`config.mk`:
```
export PLATFORM = sky130hd
export DESIGN_NAME = bfl_ctrl
export DESIGN_NICKNAME = d
export VERILOG_FILES = /design/src/hw/rtl/buffer_slot_free_list_defines.svh /design/src/hw/rtl/bfl_pkg.sv /design/src/hw/rtl/bfl_ctrl.sv
export SDC_FILE = /design/constraint.sdc
export NUM_CORES = 1
export LEC_CHECK = 0
export BUFFER_PORTS_ARGS = -buffer_cell sky130_fd_sc_hd__buf_2
export CAP_MARGIN = 0
export CELL_PAD_IN_SITES_DETAIL_PLACEMENT = 0
export CELL_PAD_IN_SITES_GLOBAL_PLACEMENT = 1
export CORE_AREA = 10 10 47 49
export CTS_CLUSTER_SIZE = 24
export DETAILED_ROUTE_END_ITERATION = 12
export DIE_AREA = 0 0 57 59
export GPL_ROUTABILITY_DRIVEN = 0
export HOLD_SLACK_MARGIN = 0.12
export PLACE_DENSITY = 0.74
export RECOVER_POWER = 25
export SLEW_MARGIN = 20
export SYNTH_ARGS = -nofsm -noshare
export SYNTH_HDL_FRONTEND = slang
export SYNTH_SLANG_ARGS = --single-unit
```
`constraint.sdc`:
```
create_clock -name clk -period 1.2 [get_ports clk]
set_input_delay 0.12 -clock clk [delete_from_list [all_inputs] [get_ports clk]]
set_output_delay 0.12 -clock clk [all_outputs]
set_load 0.03 [all_outputs]
```
`src/hw/rtl/buffer_slot_free_list_defines.svh`:
```
// Assertion macros shared by the buffer slot free list RTL.
// Each macro expects signals named clk and rst_n in the using module.
`ifndef BUFFER_SLOT_FREE_LIST_DEFINES_SVH
`define BUFFER_SLOT_FREE_LIST_DEFINES_SVH

// Consequent must hold in the same cycle as the antecedent.
`define BFL_ASSERT_SAME(label, ante, cons, msg) \
  label: assert property (@(posedge clk) disable iff (!rst_n) (ante) |-> (cons)) \
    else $error(msg);

// Consequent must hold in the cycle after the antecedent.
`define BFL_ASSERT_NEXT(label, ante, cons, msg) \
  label: assert property (@(posedge clk) disable iff (!rst_n) (ante) |=> (cons)) \
    else $error(msg);

`endif

```
`src/hw/rtl/bfl_pkg.sv`:
```
// Package for the buffer slot free list: mode codes, controller states and
// the command and status structs between controller and datapath. No dependencies.
`timescale 1ns / 1ps
`default_nettype none

package bfl_pkg;

  localparam logic [1:0] MODE_GET      = 2'd0;
  localparam logic [1:0] MODE_RELEASE  = 2'd1;
  localparam logic [1:0] MODE_OPTIMIZE = 2'd2;

  typedef enum logic [2:0] {
    ST_CLEAR,
    ST_IDLE,
    ST_EXEC,
    ST_OPT_RD,
    ST_OPT_CMP
  } bfl_state_t;

  typedef struct packed {
    logic latch_in;
    logic clr_wr;
    logic exec;
    logic opt_rd;
    logic opt_wr;
    logic opt_finish;
  } bfl_cmd_t;

  typedef struct packed {
    logic idx_last;
    logic walk_opt;
    logic idx_below;
    logic opt_stop;
  } bfl_stat_t;

endpackage

`default_nettype wire

```
`src/hw/rtl/bfl_ctrl.sv`:
```
// Controller state machine of the buffer slot free list.
// Uses bfl_pkg; drives datapath commands and the channel handshakes.
`timescale 1ns / 1ps
`default_nettype none

module bfl_ctrl import bfl_pkg::*; (
  input  wire logic      clk,
  input  wire logic      rst_n,
  input  wire logic      in_valid,
  output logic           in_ready,
  output logic           out_valid,
  input  wire logic      out_ready,
  input  wire bfl_stat_t stat,
  output bfl_cmd_t       cmd
);

  bfl_state_t state_r, state_nxt;
  logic       out_valid_r, out_valid_nxt;
  logic       out_free;

  assign out_free = !out_valid_r || out_ready;

  always_ff @(posedge clk) begin
    if (!rst_n) begin
      state_r     <= ST_CLEAR;
      out_valid_r <= 1'b0;
    end else begin
      state_r     <= state_nxt;
      out_valid_r <= out_valid_nxt;
    end
  end

  always_comb begin
    cmd           = '0;
    state_nxt     = state_r;
    in_ready      = 1'b0;
    out_valid_nxt = out_valid_r && !out_ready;
    unique case (state_r)
      ST_CLEAR: begin
        cmd.clr_wr = 1'b1;
        if (stat.idx_last) begin
          state_nxt = ST_IDLE;
        end
      end
      ST_IDLE: begin
        in_ready = 1'b1;
        if (in_valid) begin
          cmd.latch_in = 1'b1;
          state_nxt    = ST_EXEC;
        end
      end
      ST_EXEC: begin
        // The result goes straight into the output register, so wait for it.
        if (out_free) begin
          cmd.exec      = 1'b1;
          out_valid_nxt = 1'b1;
          state_nxt     = stat.walk_opt ? ST_OPT_RD : ST_IDLE;
        end
      end
      ST_OPT_RD: begin
        // Links below the highest used slot are rewritten without a look.
        if (stat.idx_below) begin
          cmd.opt_wr = 1'b1;
        end else begin
          cmd.opt_rd = 1'b1;
          state_nxt  = ST_OPT_CMP;
        end
      end
      ST_OPT_CMP: begin
        if (stat.opt_stop) begin
          cmd.opt_finish = 1'b1;
          state_nxt      = ST_IDLE;
        end else begin
          cmd.opt_wr = 1'b1;
          if (stat.idx_last) begin
            cmd.opt_finish = 1'b1;
            state_nxt      = ST_IDLE;
          end else begin
            state_nxt = ST_OPT_RD;
          end
        end
      end
      default: begin
        state_nxt = ST_IDLE;
      end
    endcase
  end

  assign out_valid = out_valid_r;

endmodule

`default_nettype wire

```
# Yosys cells after proc, flatten, opt, wreduce, memory -nomap -nowiden
# Cells that the tools add are included.
word_totals:
  memories: 0
  reg_bits: 4
  ramBits: 0
  latch_bits: 0
  mem_bits_ro: 0
  in_bits: 8
  output_inout_bits: 8
classes:
  n_lt_le_gt_ge: 0
  n_div: 0
  eq_ne: 8
  bitwise: 0
  reduce_logical: 6
  addsub: 0
  n_mul: 0
  mux: 24
  n_shift: 0
op_table:
  columns: ["operator", "count"]
  rows:
  - ["1-bit two-way mux", 15]
  - ["3-bit two-way mux", 5]
  - ["3-bit one-hot mux with 5 select lines", 1]
  - ["2-bit != test (second input constant)", 4]
  - ["3-bit by 2-bit == test with 1-bit output (second input constant)", 2]
  - ["2-bit two-way mux", 2]
  - ["4-bit AND reduction", 1]
  - ["3-bit by 1-bit == test with 1-bit output (second input constant)", 1]
  - ["3-bit == test (second input constant)", 1]
  - ["3-bit logical NOT", 1]
  - ["1-bit logical NOT", 2]
  - ["1-bit one-hot mux with 2 select lines", 1]
  - ["1-bit logical AND", 1]
  - ["1-bit logical OR", 1]

# Logic depth before layout (Yosys ltp)
depth:
  ltp_word: 4
  mapped_depth: 4
  mapped_depth_nobuf: 3

# Worst setup path after synthesis
# Ideal clock, no wire load.
synth_timing:
  kind: "register -> register"
  startpoint: "reg state_r[2]"
  endpoint: "reg state_r[2]"
  stages_incl_launch_ff: 5
  setup_time_ps: 63
  required_time_ps: 1137
  path_buffers: 1
  synth_period_minus_slack_ps: 1657
  arrival_ps: 1594
  slack_ps: -457
  path_cell_list: "dfxtp_1 buf_4 nand2b_1 nor3b_1 and2_1"
synth_via:
  elab_chain_len: 3
  word_cells_on_any_way: 11
  classes_between: "eq/ne (8); mux (1); reduce/logical (2)"
synth_lines:
  columns: ["item", "line", "source"]
  rows:
  - ["from (decl)", "bfl_ctrl.sv:17", "bfl_state_t state_r, state_nxt;"]
  - ["from (signal assigned)", "bfl_ctrl.sv:28", "state_r <= state_nxt;"]
  - ["3-bit by 2-bit == test with 1-bit output, or another cell as far along", "bfl_ctrl.sv:38", "unique case (state_r)"]
  - ["2-bit != test (no line)", null, null]
  - ["4-bit AND reduction (no line)", null, null]
# Several ways; a longest one is shown, not always the timed one.
# A chain may end at the register's enable or synchronous reset.

==> results.ini <==
[flow_run]
cap_violations = 0

[power]
p_per_area_nw_per_um2 = 943
vdd_drop_max_uv = 451
p_leak_nw = 0.259

[placed_design]
place_ws_ns = -0.0467
hpwl_um = 779
placedInstanceArea_um2 = 473
portBuffers = 15
dp.cells = 74

[final_layout]
antenna_cells = 0
nNetsFinal = 73
syn_to_final_growth_pct = 105
drive_above_1_share_pct = 68.8
final_cell_mix = buf_4 (10), buf_6 (8), buf_2 (7)
stdcell_count = 80
layout_commonest_cell = buf_4
fin_area_um2 = 603
final_util_pct = 43.0

[detailed_routing]
drt-initial-drc-count = 5
dr.pass1.iters = 2
drc_errors = 0
via_count = 372
finalWirelength_um = 986
wl_per_cell_um = 12.3
via_per_inst = 4.65
ant_nets = 0

[critical_path]
crit_buf_inv = 1
crit_fanout = 3
cp_top_family = simple AND/OR/NAND/NOR gates
cp-start-kind = flip-flop
crit_chain = or3b_4 -> o21ai_2 -> buf_6
crit_arrival_ns = 1.26
critPathKind = flip-flop to output port
r2r_end = state_r[0]
cp_slowest_stage_delay_ns = 0.42
critPathCaptureType = output port
cp.required_ns = 1.08
rr_worst_depth = 3
critical_path_depth = 3
cp-startpoint = state_r[1]
r2r_slack_ns = 0.03
slowest_stage = or3b_4
crit_end = cmd[1]
r2r_start = state_r[0]

[sta]
slew_headroom_pct = 75.2
max_freq_mhz = 727
hold_viol = 0
rsz0062_at_grt = yes
worstMarginPinSlew_ns = 0.374
fin_skew_ns = 0.00288
slew_violations = 0
period_needed_ns = 1.38
whs_ns = 0.153
finalCritPeriodShare_pct = 115
setup_viol = 7
fin_ws_ns = -0.175

[outcome]
status = finished with violations
violations = setup timing

[logic_synthesis]
synth_edf_count = 0
yosys-mux-area-fraction_pct = 3.83
synthXorXnorAreaFrac_pct = 0
yosys.area_share.adder_pct = 0
synth_compound_area_share_pct = 19.1
ys_seq_area_share_pct = 27.2
synth_top_family_by_area = simple AND/OR/NAND/NOR gates
yosys_most_used_dff = dfxtp_1
synthesis.area_um2 = 294
yosys.area_share.simple_pct = 43.0
async_reset_ff_share_pct = 0
synth.distinct_cells = 22
synth_cells = 37
syn-num-nets = 45
syn_area_per_cell_um2 = 7.95
ys_ff_latch = 4
ys.warnings.count = 0

[floorplanning]
dieArea_um2 = 3360
start_util_pct = 21.0
die_y_um = 59
die_x_um = 57
rows = 14
core_area_um2 = 1400
pin_count = 16

[global_route]
grt.overflow.total = 0
grt_first_pass_wirelength_um = 1570
grt_usage_pct = 5.79
grt_pass1_vias = 372
grt_max_degree = 9
antenna_found_initial = 0

[hold_path]
hold_class = primary input to flip-flop
holdPathStages = 2

[clock_network]
cts-buffers-inserted = 3
ctsHoldBuffers = 0
root_buffer = clkbuf_4
cts_sinks = 4
clk_latency_ns = 0.24
clk_pin_slew_ns = 0.04
h-tree-depth = 1
cts.path.max_buffers = 2
cts_tree = built

## worst register-to-register path, stage by stage, from the launching register on
cell and delay [ns]:
dfxtp_4 0.34, or3b_1 0.42, a311oi_2 0.22, nor2_1 0.08
## routing by layer
metal	vias to the layer above	GRT usage [%]	wire length, µm
li1	188	-	-
met1	178	6.06	406
met2	6	9.92	547
met5	-	0	0
met3	0	1.50	33
met4	0	4.03	0
## cells in the mapped netlist, types with 2 or more instances
| cell type | count | area [µm²] |
|---|---|---|
| buf_4 | 2 | 15.0 |
| or3b_1 | 2 | 17.5 |
| nor3b_1 | 2 | 15.0 |
| dfxtp_1 | 4 | 80.1 |
| nand2_1 | 2 | 7.51 |
| nor2_1 | 5 | 18.8 |
| nor3_1 | 3 | 15.0 |
| nand2b_1 | 3 | 18.8 |
## cell families (layout without fill, tap and decap cells)
logic type      count (synthesis)  after routing
simple gates                   21             21
buf+inv                         3             30
mux                             1              1
flops                           4              4
compound gates                  8              8
## layout make-up
| class | instances | area [µm²] |
|---|---|---|
| timing repair buffer | 26 | 204 |
| multi-input combinational | 30 | 263 |
| sequential | 4 | 90.1 |
| tap | 16 | 20.0 |
| fill | 155 | 798 |
| clock buffer | 4 | 26.3 |
## per-stage QoR
stage                     setup TNS [ns]  total power, W
after floorplan                   -0.486        0.000257
after global placement           -0.0792        0.000328
after detailed placement          -0.111        0.000330
after CTS                         -0.743        0.000567
after global routing               -1.02        0.000603
final                             -0.645        0.000569
## repair_timing
item,4_1_cts,5_1_grt
resized for setup,22,4
buffers inserted,2,0
endpoints found under the setup margin,9,9
pin swaps,3,1
gates cloned,0,0
## worst min-delay path by stage
stage | slack (ns) | end | from
floorplan | 0.24 | out_valid | rst_n
global placement | 0.40 | out_valid | rst_n
detailed placement | 0.39 | out_valid | rst_n
CTS | 0.14 | out_valid | rst_n
global route | 0.16 | out_valid | rst_n
finish | 0.15 | out_valid | rst_n
## flip-flops by register name (all words and copies together) (netlist names)
name       count
state_r        3
out_valid      1
## power breakdown
part           internal (W)  total [W]  switching, W
Sequential         0.000143   0.000150    0.00000726
Combinational      0.000121   0.000235      0.000114
Clock              0.000125   0.000184     0.0000589
Note: power is estimated with default switching activity, not from simulation.
